## src/sv/tcwqa_pkg.sv

```systemverilog
// Package for the two-class weighted queue arbiter.
// Widths, constants, controller state type and controller/datapath structs.
// No dependencies.
`default_nettype none

package tcwqa_pkg;

  localparam int QD_DEFAULT = 16;

  localparam int ID_W    = 16;
  localparam int AGE_W   = 8;
  localparam int LIMIT_W = 8;
  localparam int ENTRY_W = ID_W + AGE_W;

  localparam logic [AGE_W-1:0]   AGE_THRESHOLD = AGE_W'(60);
  localparam logic [LIMIT_W-1:0] LIMIT_RESET   = LIMIT_W'(1);

  localparam logic OP_ADD   = 1'b0;
  localparam logic OP_SERVE = 1'b1;

  typedef enum logic {
    ST_IDLE,
    ST_LOAD
  } ctrl_state_t;

  typedef struct packed {
    logic accept;
    logic load;
  } dp_cmd_t;

  typedef struct packed {
    logic out_stall;
  } dp_stat_t;

endpackage

`default_nettype wire

```

## src/sv/tcwqa_in_if.sv

```systemverilog
// Input channel of the arbiter: add or serve requests.
// Depends on tcwqa_pkg.
`default_nettype none

interface tcwqa_in_if
  import tcwqa_pkg::*;
();
  logic             valid;
  logic             ready;
  logic             operation;
  logic [ID_W-1:0]  entry_id;
  logic [AGE_W-1:0] entry_age;

  modport source (output valid, output operation, output entry_id, output entry_age,
                  input ready);
  modport sink   (input valid, input operation, input entry_id, input entry_age,
                  output ready);
endinterface

`default_nettype wire

```

## src/sv/tcwqa_out_if.sv

```systemverilog
// Result channel of the arbiter: one beat per request.
// Depends on tcwqa_pkg.
`default_nettype none

interface tcwqa_out_if
  import tcwqa_pkg::*;
();
  logic             valid;
  logic             ready;
  logic             served_valid;
  logic [ID_W-1:0]  served_id;
  logic [AGE_W-1:0] served_age;
  logic             served_priority;
  logic             add_dropped;

  modport source (output valid, output served_valid, output served_id, output served_age,
                  output served_priority, output add_dropped, input ready);
  modport sink   (input valid, input served_valid, input served_id, input served_age,
                  input served_priority, input add_dropped, output ready);
endinterface

`default_nettype wire

```

## src/sv/tcwqa_ctrl.sv

```systemverilog
// Controller FSM: accepts a request, then loads the result register.
// Depends on tcwqa_pkg.
`default_nettype none

module tcwqa_ctrl
  import tcwqa_pkg::*;
(
  input  wire logic     clk,
  input  wire logic     rst_n,
  input  wire logic     in_valid,
  output logic          in_ready,
  input  wire dp_stat_t stat,
  output dp_cmd_t       cmd
);

  ctrl_state_t state_r, state_nxt;

  always_ff @(posedge clk) begin
    if (!rst_n) begin
      state_r <= ST_IDLE;
    end else begin
      state_r <= state_nxt;
    end
  end

  always_comb begin
    state_nxt  = state_r;
    in_ready   = 1'b0;
    cmd.accept = 1'b0;
    cmd.load   = 1'b0;
    case (state_r)
      ST_IDLE: begin
        in_ready = rst_n;
        if (in_valid && rst_n) begin
          cmd.accept = 1'b1;
          state_nxt  = ST_LOAD;
        end
      end
      ST_LOAD: begin
        if (!stat.out_stall) begin
          cmd.load  = 1'b1;
          state_nxt = ST_IDLE;
        end
      end
      default: begin
        state_nxt = ST_IDLE;
      end
    endcase
  end

endmodule

`default_nettype wire

```

## src/sv/tcwqa_dp.sv

```systemverilog
// Datapath: both FIFO memories, pointers, run counter, limit register, result register.
// Depends on tcwqa_pkg; driven by tcwqa_ctrl commands.
`default_nettype none

module tcwqa_dp
  import tcwqa_pkg::*;
#(
  parameter int QUEUE_DEPTH = QD_DEFAULT
) (
  input  wire logic               clk,
  input  wire logic               rst_n,
  input  wire dp_cmd_t            cmd,
  output dp_stat_t                stat,
  input  wire logic               cfg_we,
  input  wire logic [LIMIT_W-1:0] cfg_wdata,
  input  wire logic               in_operation,
  input  wire logic [ID_W-1:0]    in_entry_id,
  input  wire logic [AGE_W-1:0]   in_entry_age,
  output logic                    out_valid,
  input  wire logic               out_ready,
  output logic                    out_served_valid,
  output logic [ID_W-1:0]         out_served_id,
  output logic [AGE_W-1:0]        out_served_age,
  output logic                    out_served_priority,
  output logic                    out_add_dropped
);

  localparam int AW = $clog2(QUEUE_DEPTH);
  localparam logic [AW:0]   DEPTH_C = (AW+1)'(QUEUE_DEPTH);
  localparam logic [AW-1:0] LAST_C  = AW'(QUEUE_DEPTH - 1);

  logic [ENTRY_W-1:0] pmem [QUEUE_DEPTH];
  logic [ENTRY_W-1:0] nmem [QUEUE_DEPTH];
  logic [ENTRY_W-1:0] prd_r, nrd_r;

  logic [AW-1:0]      phead_r, phead_nxt, nhead_r, nhead_nxt;
  logic [AW:0]        pfill_r, pfill_nxt, nfill_r, nfill_nxt;
  logic [LIMIT_W-1:0] run_r, run_nxt, limit_r;

  logic valid_r, valid_nxt, prio_r, prio_nxt, drop_r, drop_nxt;
  logic p_we, n_we;
  logic [AW-1:0] ptail, ntail;
  logic [AW:0]   psum, nsum;
  logic          to_prio, take_prio;

  logic                out_valid_r;
  logic                o_sv_r, o_pr_r, o_dr_r;
  logic [ID_W-1:0]     o_id_r;
  logic [AGE_W-1:0]    o_age_r;
  logic [ENTRY_W-1:0]  sel_rd;

  // tail = (head + fill) mod depth
  assign psum  = {1'b0, phead_r} + pfill_r;
  assign nsum  = {1'b0, nhead_r} + nfill_r;
  assign ptail = (psum >= DEPTH_C) ? AW'(psum - DEPTH_C) : psum[AW-1:0];
  assign ntail = (nsum >= DEPTH_C) ? AW'(nsum - DEPTH_C) : nsum[AW-1:0];

  assign to_prio   = in_entry_age > AGE_THRESHOLD;
  assign take_prio = (run_r < limit_r) && (pfill_r != '0);

  always_comb begin
    phead_nxt = phead_r;
    nhead_nxt = nhead_r;
    pfill_nxt = pfill_r;
    nfill_nxt = nfill_r;
    run_nxt   = run_r;
    valid_nxt = valid_r;
    prio_nxt  = prio_r;
    drop_nxt  = drop_r;
    p_we      = 1'b0;
    n_we      = 1'b0;
    if (cmd.accept) begin
      valid_nxt = 1'b0;
      prio_nxt  = 1'b0;
      drop_nxt  = 1'b0;
      if (in_operation == OP_ADD) begin
        if (to_prio) begin
          if (pfill_r == DEPTH_C) begin
            drop_nxt = 1'b1;
          end else begin
            p_we      = 1'b1;
            pfill_nxt = pfill_r + 1'b1;
          end
        end else begin
          if (nfill_r == DEPTH_C) begin
            drop_nxt = 1'b1;
          end else begin
            n_we      = 1'b1;
            nfill_nxt = nfill_r + 1'b1;
          end
        end
      end else begin
        if (take_prio) begin
          valid_nxt = 1'b1;
          prio_nxt  = 1'b1;
          run_nxt   = run_r + 1'b1;
          pfill_nxt = pfill_r - 1'b1;
          phead_nxt = (phead_r == LAST_C) ? '0 : phead_r + 1'b1;
        end else begin
          run_nxt = '0;
          if (nfill_r != '0) begin
            valid_nxt = 1'b1;
            nfill_nxt = nfill_r - 1'b1;
            nhead_nxt = (nhead_r == LAST_C) ? '0 : nhead_r + 1'b1;
          end
        end
      end
    end
  end

  always_ff @(posedge clk) begin
    if (!rst_n) begin
      phead_r <= '0;
      nhead_r <= '0;
      pfill_r <= '0;
      nfill_r <= '0;
      run_r   <= '0;
      limit_r <= LIMIT_RESET;
    end else begin
      phead_r <= phead_nxt;
      nhead_r <= nhead_nxt;
      pfill_r <= pfill_nxt;
      nfill_r <= nfill_nxt;
      run_r   <= run_nxt;
      if (cfg_we) begin
        limit_r <= cfg_wdata;
      end
    end
  end

  always_ff @(posedge clk) begin
    valid_r <= valid_nxt;
    prio_r  <= prio_nxt;
    drop_r  <= drop_nxt;
  end

  // Head entries are read at the accept beat and held until the next one.
  always_ff @(posedge clk) begin
    if (p_we) begin
      pmem[ptail] <= {in_entry_id, in_entry_age};
    end
    if (cmd.accept) begin
      prd_r <= pmem[phead_r];
    end
  end

  always_ff @(posedge clk) begin
    if (n_we) begin
      nmem[ntail] <= {in_entry_id, in_entry_age};
    end
    if (cmd.accept) begin
      nrd_r <= nmem[nhead_r];
    end
  end

  assign sel_rd = prio_r ? prd_r : nrd_r;

  always_ff @(posedge clk) begin
    if (!rst_n) begin
      out_valid_r <= 1'b0;
    end else if (cmd.load) begin
      out_valid_r <= 1'b1;
    end else if (out_ready) begin
      out_valid_r <= 1'b0;
    end
  end

  always_ff @(posedge clk) begin
    if (cmd.load) begin
      o_sv_r  <= valid_r;
      o_pr_r  <= valid_r & prio_r;
      o_dr_r  <= drop_r;
      o_id_r  <= valid_r ? sel_rd[ENTRY_W-1:AGE_W] : '0;
      o_age_r <= valid_r ? sel_rd[AGE_W-1:0] : '0;
    end
  end

  assign stat.out_stall      = out_valid_r & ~out_ready;
  assign out_valid           = out_valid_r;
  assign out_served_valid    = o_sv_r;
  assign out_served_id       = o_id_r;
  assign out_served_age      = o_age_r;
  assign out_served_priority = o_pr_r;
  assign out_add_dropped     = o_dr_r;

endmodule

`default_nettype wire

```

## src/sv/two_class_weighted_queue_arbiter.sv

```systemverilog
// Two-class weighted queue arbiter, top level.
// The result beat is registered: a request is accepted and the head entries read, then
// the result register is loaded once out_ch is not stalled; only then is a new request accepted.
// A result waiting on out_ch does not block the next accept; only its load waits.
// Synchronous active-low reset empties both FIFOs, clears the run counter, limit = 1.
// Depends on tcwqa_pkg, tcwqa_in_if, tcwqa_out_if, tcwqa_ctrl, tcwqa_dp.
`default_nettype none

module two_class_weighted_queue_arbiter
  import tcwqa_pkg::*;
#(
  parameter int QUEUE_DEPTH = QD_DEFAULT
) (
  input  wire logic               clk,
  input  wire logic               rst_n,
  input  wire logic               cfg_we,
  input  wire logic [LIMIT_W-1:0] cfg_wdata,
  tcwqa_in_if.sink                in_ch,
  tcwqa_out_if.source             out_ch
);

  dp_cmd_t  cmd;
  dp_stat_t stat;

  tcwqa_ctrl u_ctrl (
    .clk      (clk),
    .rst_n    (rst_n),
    .in_valid (in_ch.valid),
    .in_ready (in_ch.ready),
    .stat     (stat),
    .cmd      (cmd)
  );

  tcwqa_dp #(
    .QUEUE_DEPTH (QUEUE_DEPTH)
  ) u_dp (
    .clk                 (clk),
    .rst_n               (rst_n),
    .cmd                 (cmd),
    .stat                (stat),
    .cfg_we              (cfg_we),
    .cfg_wdata           (cfg_wdata),
    .in_operation        (in_ch.operation),
    .in_entry_id         (in_ch.entry_id),
    .in_entry_age        (in_ch.entry_age),
    .out_valid           (out_ch.valid),
    .out_ready           (out_ch.ready),
    .out_served_valid    (out_ch.served_valid),
    .out_served_id       (out_ch.served_id),
    .out_served_age      (out_ch.served_age),
    .out_served_priority (out_ch.served_priority),
    .out_add_dropped     (out_ch.add_dropped)
  );

  a_one_kind: assert property (@(posedge clk) disable iff (!rst_n)
    out_ch.valid |-> !(out_ch.served_valid && out_ch.add_dropped))
    else $error("served and dropped in one beat");

  a_prio_valid: assert property (@(posedge clk) disable iff (!rst_n)
    out_ch.valid && out_ch.served_priority |-> out_ch.served_valid)
    else $error("priority flag without served entry");

  a_empty_zero: assert property (@(posedge clk) disable iff (!rst_n)
    out_ch.valid && !out_ch.served_valid |-> out_ch.served_id == '0 && out_ch.served_age == '0)
    else $error("nonzero payload on empty serve");

  a_one_in_flight: assert property (@(posedge clk) disable iff (!rst_n)
    in_ch.valid && in_ch.ready |=> !in_ch.ready)
    else $error("second request taken before result load");

endmodule

`default_nettype wire

```

## src/flat_wrapper.sv

```systemverilog
// flat-port wrapper written by rule: the top's interface ports become plain ports
module two_class_weighted_queue_arbiter_flat import tcwqa_pkg::*;
#(
  parameter int QUEUE_DEPTH = QD_DEFAULT
)
  (clk, rst_n, cfg_we, cfg_wdata, in_ch_valid, in_ch_operation, in_ch_entry_id, in_ch_entry_age, in_ch_ready, out_ch_valid, out_ch_served_valid, out_ch_served_id, out_ch_served_age, out_ch_served_priority, out_ch_add_dropped, out_ch_ready);
  tcwqa_in_if in_ch_i ();
  tcwqa_out_if out_ch_i ();
  input  wire logic clk;
  input  wire logic rst_n;
  input  wire logic cfg_we;
  input  wire logic [LIMIT_W-1:0] cfg_wdata;
  input wire logic [$bits(in_ch_i.valid)-1:0] in_ch_valid;
  input wire logic [$bits(in_ch_i.operation)-1:0] in_ch_operation;
  input wire logic [$bits(in_ch_i.entry_id)-1:0] in_ch_entry_id;
  input wire logic [$bits(in_ch_i.entry_age)-1:0] in_ch_entry_age;
  output wire logic [$bits(in_ch_i.ready)-1:0] in_ch_ready;
  output wire logic [$bits(out_ch_i.valid)-1:0] out_ch_valid;
  output wire logic [$bits(out_ch_i.served_valid)-1:0] out_ch_served_valid;
  output wire logic [$bits(out_ch_i.served_id)-1:0] out_ch_served_id;
  output wire logic [$bits(out_ch_i.served_age)-1:0] out_ch_served_age;
  output wire logic [$bits(out_ch_i.served_priority)-1:0] out_ch_served_priority;
  output wire logic [$bits(out_ch_i.add_dropped)-1:0] out_ch_add_dropped;
  input wire logic [$bits(out_ch_i.ready)-1:0] out_ch_ready;
  assign in_ch_i.valid = in_ch_valid;
  assign in_ch_i.operation = in_ch_operation;
  assign in_ch_i.entry_id = in_ch_entry_id;
  assign in_ch_i.entry_age = in_ch_entry_age;
  assign in_ch_ready = in_ch_i.ready;
  assign out_ch_valid = out_ch_i.valid;
  assign out_ch_served_valid = out_ch_i.served_valid;
  assign out_ch_served_id = out_ch_i.served_id;
  assign out_ch_served_age = out_ch_i.served_age;
  assign out_ch_served_priority = out_ch_i.served_priority;
  assign out_ch_add_dropped = out_ch_i.add_dropped;
  assign out_ch_i.ready = out_ch_ready;
  two_class_weighted_queue_arbiter #(.QUEUE_DEPTH(QUEUE_DEPTH)) u_core (.clk(clk), .rst_n(rst_n), .cfg_we(cfg_we), .cfg_wdata(cfg_wdata), .in_ch(in_ch_i), .out_ch(out_ch_i));
endmodule
```

## config.mk

```make
export PLATFORM = sky130hd
export DESIGN_NAME = two_class_weighted_queue_arbiter_flat
export DESIGN_NICKNAME = d
export VERILOG_FILES = /design/src/sv/tcwqa_pkg.sv /design/src/sv/tcwqa_in_if.sv /design/src/sv/tcwqa_out_if.sv /design/src/sv/tcwqa_ctrl.sv /design/src/sv/tcwqa_dp.sv /design/src/sv/two_class_weighted_queue_arbiter.sv /design/src/flat_wrapper.sv
export SDC_FILE = /design/constraint.sdc
export NUM_CORES = 1
export LEC_CHECK = 0
export BUFFER_PORTS_ARGS = -buffer_cell sky130_fd_sc_hd__buf_2
export CELL_PAD_IN_SITES_DETAIL_PLACEMENT = 0
export CELL_PAD_IN_SITES_GLOBAL_PLACEMENT = 1
export CORE_ASPECT_RATIO = 0.7
export CORE_MARGIN = 4
export CORE_UTILIZATION = 55
export DETAILED_ROUTE_END_ITERATION = 6
export GPL_TIMING_DRIVEN = 1
export PLACE_DENSITY_LB_ADDON = 0.2
export SYNTH_ARGS = -nofsm -noshare
export SYNTH_HDL_FRONTEND = slang
export SYNTH_SLANG_ARGS = --single-unit
```

## constraint.sdc

```tcl
create_clock -name clk -period 7.2 [get_ports clk]
set_clock_uncertainty 0.15 [all_clocks]
set_input_delay 0 -clock clk [delete_from_list [all_inputs] [get_ports clk]]
set_output_delay 0 -clock clk [all_outputs]
set_load 0.01 [all_outputs]
```

==> flow_metrics.py, run 1 <==
metrics = {
    "final_layout": {
        "final_nets": 1902,
        "final_area_um2": 38870,
        "layout.cells.non_filler": 2720,
        "fillers": 4189,
        "drive_gt1_share_pct": 24.58,
        "syn_to_final_growth_pct": 13.17,
    },
    "outcome": {
        "status": "finished, final reports clean",
    },
    "cts": {
        "cts_resized": 0,
        "cts_buffers": 81,
        "clk_latency_ns": 0.63,
        "clockBufferDepth": 3,
        "cts.sinks": 882,
        "cts-root-buf": "clkbuf_16",
        "htreeDepth": 3,
        "clk_pin_slew_worst_paths_ns": 0.06,
        "cts_setup_buffers": 0,
        "cts_tree": "done",
    },
    "flow_run": {
        "max-cap-violations": 0,
    },
    "floorplan": {
        "rows": 76,
        "die_w_um": 306.7,
        "start_util_pct": 55.66,
        "die_y_um": 217.1,
        "io_pins": 67,
        "die-area_um2": 66580,
        "fp.coreArea_um2": 61710,
    },
    "setup_path": {
        "path_class": "reg2reg",
        "critPathArrivalTime_ns": 3.90,
        "cp_max_fo": 49,
        "regToRegSetupSlack_ns": 3.50,
        "endpoint_kind": "flip-flop",
        "cp.required_ns": 7.40,
        "startpoint_type": "flip-flop",
    },
    "timing": {
        "holdWs_ns": 0.1081,
        "max_clock_freq_mhz": 270.2,
        "rsz0062_at_grt": "false",
        "fin_tns_setup_ns": 0,
        "finalSetupViolCount": 0,
        "slew-limit-headroom_pct": 29.16,
        "drv_slew": 0,
        "hold_viol_final": 0,
        "period_share_pct": 51.41,
        "period_needed_ns": 3.701,
        "worst_slew_pin_slew_ns": 1.063,
    },
    "detailed_routing": {
        "wl_per_cell_um": 26.81,
        "ant_nets": 0,
        "routed_via_density": 6.025,
        "via_count": 16389,
        "drtIter0Drc": 1844,
        "first_pass_iters": 5,
        "drc_errors": 0,
        "routed_wl_mm": 72.91,
    },
    "synthesis": {
        "synthArstFlopShare_pct": 0,
        "ys_warn_count": 0,
        "ys_seq_area_share_pct": 76.05,
        "synth_edf_count": 846,
        "synth_top_cell_area_share_pct": 73.95,
        "synth_cell_types": 48,
        "avgSynthCellArea_um2": 20.50,
        "synthTopCellsByArea": "edfxtp_1 (74%), mux4_2 (13%), mux2i_1 (2.6%), dfxtp_1 (2.1%), nor2b_1 (1.3%)",
        "synthSimpleGateAreaFrac_pct": 3.194,
        "synth_top_cell_by_area": "edfxtp_1",
        "synth_ff_type": "edfxtp_1",
        "yosys.area_share.adder_pct": 1.034,
        "synth_cells": 1676,
        "synth-xor-area-share_pct": 0.4334,
        "syn_nets": 1740,
        "synth_seq_cells": 882,
        "synth_compound_area_share_pct": 2.746,
        "synth_mux_area_share_pct": 15.15,
        "synth_top_family_by_area": "multiplexers",
        "netlist_area_um2": 34350,
    },
    "placement": {
        "gp_congestion": 0.7460,
        "placed_cells": 2519,
        "dp_hpwl_mm": 39.17,
        "place_area_um2": 35760,
        "port_buffers": 66,
    },
    "hold_path": {
        "hp-class": "in2reg",
    },
    "grt": {
        "grt_max_degree": 81,
        "grt_overflow": 0,
        "grt_pass1_vias": 16667,
        "grt_pass1_wl_mm": 109.3,
        "grt_use_total_pct": 22.47,
        "antenna_found_initial": 2,
    },
    "pwr": {
        "max-vdd-ir-drop_v": 0.0002329,
        "p_per_area_nw_per_um2": 264.4,
        "finalPower_mw": 10.28,
        "p_leak_nw": 12.20,
    },
}
==> worst max-delay path: stages, from the launching register on <==
cell	delay (ns)
dfxtp_4	0.61
buf_4	0.84
buf_4	0.69
mux4_2	0.57
nor2b_1	0.14
a211oi_1	0.27
a21oi_1	0.07
==> repair_timing <==
action | 4_1_cts | 5_1_grt
endpoints found under the setup margin | 0 | 0
endpoints found under the hold margin | 808 | 0
hold buffers | 55 | 0
==> sequential cells by signal, summed over array words and instances (netlist names) <==
name and flops:
u_core.u_dp.phead_r 4, u_core.u_dp.limit_r 8, u_core.u_dp.pfill_r 5, u_core.u_dp.nfill_r 5, u_core.u_dp.run_r 8, u_core.u_dp.prio_r 1
u_core.u_dp.out_valid 1, u_core.u_dp.out_served_age 8, u_core.u_dp.nmem 384, u_core.u_dp.nrd_r 24, u_core.u_ctrl.state_r 1, u_core.u_dp.valid_r 1
u_core.u_dp.out_add_dropped 1, u_core.u_dp.drop_r 1, u_core.u_dp.pmem 384, u_core.u_dp.out_served_priority 1, u_core.u_dp.out_served_valid 1, u_core.u_dp.nhead_r 4
u_core.u_dp.prd_r 24, u_core.u_dp.out_served_id 16
==> layout by cell type (no fill, tap or decap), types with 48 or more instances in the layout <==
master / instances
a211oi_1: 48
buf_2: 66
dlygate4sd3_1: 55
mux4_2: 192
clkbuf_16: 84
mux2i_1: 88
a21oi_1: 68
edfxtp_1: 846
nor2b_1: 73
==> logic make-up after synthesis <==
group / Yosys count
multiplexers: 280
AO/OA/AOI/OAI: 149
AND/OR/NAND/NOR: 215
XOR/XNOR: 17
buffers and inverters: 107
adder cells (fa/ha/maj): 26
flip-flops: 882
==> Yosys cell counts (all sizes together) (11+ instances only) <==
cell type	instances
nor2	58
inv	20
nor2b	74
buf	34
dfxtp	36
ha	22
a21oi	69
clkbuf	53
mux2i	88
a211oi	48
o21ai	11
mux4	192
nand2	46
edfxtp	846
==> worst paths after layout <==
check / endpoint / depth (start not counted) / from
worst max-delay path: u_core.u_dp.prd_r[5] / 6 / u_core.u_dp.phead_r[0]
worst min-delay path: u_core.u_dp.out_valid / 5 / out_ch_ready
worst max register to register: u_core.u_dp.prd_r[5] / 6 / u_core.u_dp.phead_r[0]
worst min register to register: u_core.u_dp.out_add_dropped / 0 / u_core.u_dp.drop_r
==> where the power goes <==
part           switching [mW]  total [mW]  internal, mW
Clock                    1.82        4.18          2.36
Sequential             0.0332        5.70          5.67
Combinational           0.239       0.401         0.162
Total                    2.09        10.3          8.18
==> layout make-up <==
cell class,instances,area (µm²),share of cell area [%]
diodes,1,2.502,0.006437
multi-input cells,687,7839,20.16
repair buffers,166,1219,3.135
clock inverters,45,402.9,1.036
flip-flops and latches,882,26150,67.27
clock buffers,100,2162,5.562
well taps,819,1025,2.636
inverters,20,75.07,0.1931
==> metrics by stage <==
stage	setup slack [ns]	utilization [%]
floorplan	3.095	-
global placement	3.400	57.94
detailed placement	3.401	57.94
CTS	3.371	62.99
global route	3.114	62.99
finish	3.499	62.99
==> layer usage <==
| metal | up-vias | track usage, % | wire length [µm] |
|---|---|---|---|
| met1 | 8574 | 34.50 | 33180 |
| met3 | 90 | 4.932 | 5257 |
| met4 | 0 | 4.769 | 1328 |
| li1 | 7162 | - | - |
| met5 | - | 0 | 0 |
| met2 | 563 | 33.91 | 33140 |
Power figures use the tool's default switching activity.
==> run 2: changes to the inputs <==
--- a/config.mk
+++ b/config.mk
@@ -5,12 +5,13 @@
 export SDC_FILE = /design/constraint.sdc
 export NUM_CORES = 1
 export LEC_CHECK = 0
+export ABC_AREA = 1
 export BUFFER_PORTS_ARGS = -buffer_cell sky130_fd_sc_hd__buf_2
 export CELL_PAD_IN_SITES_DETAIL_PLACEMENT = 0
 export CELL_PAD_IN_SITES_GLOBAL_PLACEMENT = 1
 export CORE_ASPECT_RATIO = 0.7
 export CORE_MARGIN = 4
-export CORE_UTILIZATION = 55
+export CORE_UTILIZATION = 47
 export DETAILED_ROUTE_END_ITERATION = 6
 export GPL_TIMING_DRIVEN = 1
 export PLACE_DENSITY_LB_ADDON = 0.2
==> constraint.sdc (replaced) <==
create_clock -name clk -period 3.4 [get_ports clk]
set_clock_uncertainty 0.15 [all_clocks]
set_input_delay 0 -clock clk [delete_from_list [all_inputs] [get_ports clk]]
set_output_delay 0 -clock clk [all_outputs]
set_load 0.01 [all_outputs]
==> flow_metrics.py, run 2 <==
metrics = {
    "cts": {
        "clk_pin_slew_worst_paths_ns": 0.06,
        "cts_buffers": 85,
        "clockBufferDepth": 3,
        "cts-root-buf": "clkbuf_16",
        "cts.sinks": 882,
        "cts_setup_buffers": 0,
        "htreeDepth": 3,
        "cts_tree": "done",
        "clk_latency_ns": 0.64,
    },
    "placement": {
        "gp_congestion": 0.8446,
        "dp_hpwl_mm": 56.31,
        "port_buffers": 66,
    },
    "synthesis": {
        "synthArstFlopShare_pct": 0,
        "netlist_area_um2": 34960,
        "synth_top_cell_area_share_pct": 72.68,
        "avgSynthCellArea_um2": 13.85,
        "synth_edf_count": 846,
        "ys_warn_count": 0,
        "syn_nets": 2588,
        "synthTopCellsByArea": "edfxtp_1 (73%), nor2_1 (5.6%), o21ai_0 (3.5%), o32ai_1 (2.4%), mux2i_1 (2.3%)",
        "synth_top_cell_by_area": "edfxtp_1",
        "synth_cell_types": 39,
        "ys_seq_area_share_pct": 74.74,
        "synth_cells": 2524,
        "synthTopCellsByCount": "edfxtp_1 (846), nor2_1 (526), o21ai_0 (246)",
        "synth_ff_type": "edfxtp_1",
        "synth_seq_cells": 882,
        "synth_most_common_cell": "edfxtp_1",
    },
    "setup_path": {
        "reg2reg_to": "u_core.u_dp.pmem[13][11]",
        "endpoint_kind": "flip-flop",
        "slowest_stage": "dlygate4sd3_1",
        "reg2reg_depth": 6,
        "regToRegSetupSlack_ns": 0.60,
        "path_common_cell": "dlygate4sd3_1",
        "critPathArrivalTime_ns": 3.47,
        "critPathCapture": "u_core.u_dp.nmem[14][14]",
        "critPathTopFamily": "buffers and inverters",
        "cp-startpoint": "in_ch_entry_age[6]",
        "cpPeakStageDelay_ns": 0.61,
        "crit_cells": 12,
        "worstPathCellList": "dlygate4sd3_1 > buf_2 > nor2_1 > dlygate4sd3_1 > o21ai_0 > dlygate4sd3_1 > nor2_1 > nand2_1 > inv_1 > nand3_1 > nor2_2 > buf_8",
        "cp.required_ns": 3.57,
        "path_class": "in2reg",
        "reg2reg_from": "u_core.u_dp.phead_r[0]",
        "crit_buf_inv": 6,
        "cp_max_fo": 24,
        "startpoint_type": "input port",
    },
    "pwr": {
        "clkPwrFrac_pct": 43.0,
        "p_leak_nw": 13.09,
        "max-vdd-ir-drop_v": 0.0003916,
        "p_switching_mw": 4.811,
        "p_per_area_nw_per_um2": 570.0,
        "pwr-share-seq_pct": 52.7,
        "pwr-share-comb_pct": 4.3,
        "p_int_mw": 18.03,
        "p_sw_share_pct": 21.06,
    },
    "timing": {
        "hold_viol_final": 0,
        "slew-limit-headroom_pct": 26.30,
        "period_needed_ns": 3.307,
        "finalSetupViolCount": 0,
        "worst_slew_pin_slew_ns": 1.105,
        "period_share_pct": 97.26,
        "holdWs_ns": 0.1975,
        "fin_tns_setup_ns": 0,
        "rsz0062_at_grt": "true",
        "max_clock_freq_mhz": 302.4,
        "drv_slew": 0,
    },
    "grt": {
        "grt_pass1_wl_mm": 138.0,
        "grt_max_degree": 196,
        "grt_use_total_pct": 23.68,
        "grt_overflow": 0,
        "grt_pass1_vias": 20678,
        "antenna_found_initial": 5,
    },
    "detailed_routing": {
        "wl_per_cell_um": 25.44,
        "first_pass_iters": 6,
        "drtIter0Drc": 2470,
        "via_count": 21893,
        "routed_wl_mm": 94.49,
        "drc_errors": 0,
        "routed_via_density": 5.895,
        "ant_nets": 0,
    },
    "flow_run": {
        "max-cap-violations": 0,
    },
    "floorplan": {
        "io_pins": 67,
        "rows": 83,
        "fp.coreArea_um2": 73530,
        "die-area_um2": 78870,
        "start_util_pct": 47.54,
        "die_w_um": 334.0,
        "die_y_um": 236.2,
    },
    "hold_path": {
        "hp-class": "in2reg",
    },
    "final_layout": {
        "drive_gt1_share_pct": 12.54,
        "final_nets": 2729,
        "mostFrequentLayoutCells": "edfxtp_1 (846), nor2_1 (491), o21ai_0 (246)",
        "final_common_cell": "edfxtp_1",
        "reg_top3": "u_core.u_dp.nmem x384, u_core.u_dp.pmem x384",
        "fillers": 5977,
        "syn_to_final_growth_pct": 14.63,
    },
    "outcome": {
        "status": "finished, final reports clean",
    },
}
[run 2: cell count changes in the layout (fill, tap and decap cells not counted), sizes merged, moves of 32 or more]
cell    delta
nand3    +101
a211oi    -47
a21oi     -37
mux4     -192
buf       +32
nor2     +472
o32ai     +94
o221ai    +68
nand2    +127
o21ai    +236
nor2b     -74
[run 2: cells by family (layout without fill, tap and decap cells)]
kind of cell	after synthesis	after routing	synth area share [%]
AND/OR/NAND/NOR	823	823	9.485
XOR/XNOR	19	19	0.4761
adder cells (fa/ha/maj)	26	26	1.017
flip-flops	882	882	74.74
AO/OA/AOI/OAI	489	489	9.041
multiplexers	82	82	2.348
other	0	1	0
buffers and inverters	203	415	2.896
[run 2: how the worst min path moves through the flow]
stage                        from                      to  slack [ns]  cells past startpoint
2_1_floorplan  in_ch_entry_age[0]  u_core.u_dp.nmem[0][0]       -0.05                      0
3_3_place_gp         cfg_wdata[0]  u_core.u_dp.limit_r[0]        0.07                      3
3_5_place_dp         cfg_wdata[0]  u_core.u_dp.limit_r[0]        0.07                      3
4_1_cts                     rst_n  u_core.u_dp.nfill_r[1]        0.16                      4
5_1_grt                     rst_n  u_core.u_dp.pfill_r[2]        0.21                      4
6_report                    rst_n  u_core.u_dp.pfill_r[1]        0.20                      4
[run 2: repair_timing]
item,CTS,global route
hold endpoints to repair,807,0
hold buffers,58,0
endpoints found under the setup margin,0,288
resized for setup,0,23
[run 2: power groups by stage]
| stage | Combinational, mW | Clock [mW] | Sequential [mW] |
|---|---|---|---|
| 2_1_floorplan | 0.454 | 0 | 12.3 |
| 3_3_place_gp | 0.899 | 0 | 12.3 |
| 3_5_place_dp | 0.911 | 0 | 12.3 |
| 4_1_cts | 0.970 | 9.98 | 12.0 |
| 5_1_grt | 1.06 | 10.5 | 12.0 |
| 6_report | 0.976 | 9.82 | 12.0 |
[run 2: cell type report]
class | instances | area, µm² | area share (%)
antenna | 1 | 2.502 | 0.006245
inverter | 52 | 202.7 | 0.5059
sequential | 882 | 26140 | 65.24
clock buffer | 105 | 2275 | 5.677
timing repair buffer | 205 | 1689 | 4.215
clock inverter | 53 | 620.6 | 1.549
multi-input combinational | 1439 | 7916 | 19.76
tap | 977 | 1222 | 3.051
[run 2: layer usage]
metal / vias to the layer above / GRT usage (%) / share of wire (%)
met3: 103 / 5.166 / 9.1
li1: 9739 / - / -
met2: 902 / 32.54 / 41
met1: 11147 / 38.63 / 49
met5: - / 0 / 0.014
met4: 2 / 4.601 / 1.6
[run 2: worst min-delay path, stage by stage]
cell           delay, ns
dlygate4sd3_1       0.53
buf_2               0.25
nand2_1             0.11
nor2_1              0.03
[run 2: stage by stage]
stage	cells	util, %	setup WS (ns)	total power [mW]	instance area, µm²
2_1_floorplan	2524	-	0.1025	12.72	34960
3_3_place_gp	3497	49.66	0.6616	13.17	36520
3_5_place_dp	3497	49.66	0.5945	13.19	36520
4_1_cts	3713	54.39	0.04993	22.99	39990
5_1_grt	3713	54.49	-0.02323	23.55	40070
6_report	3714	54.50	0.09323	22.84	40070
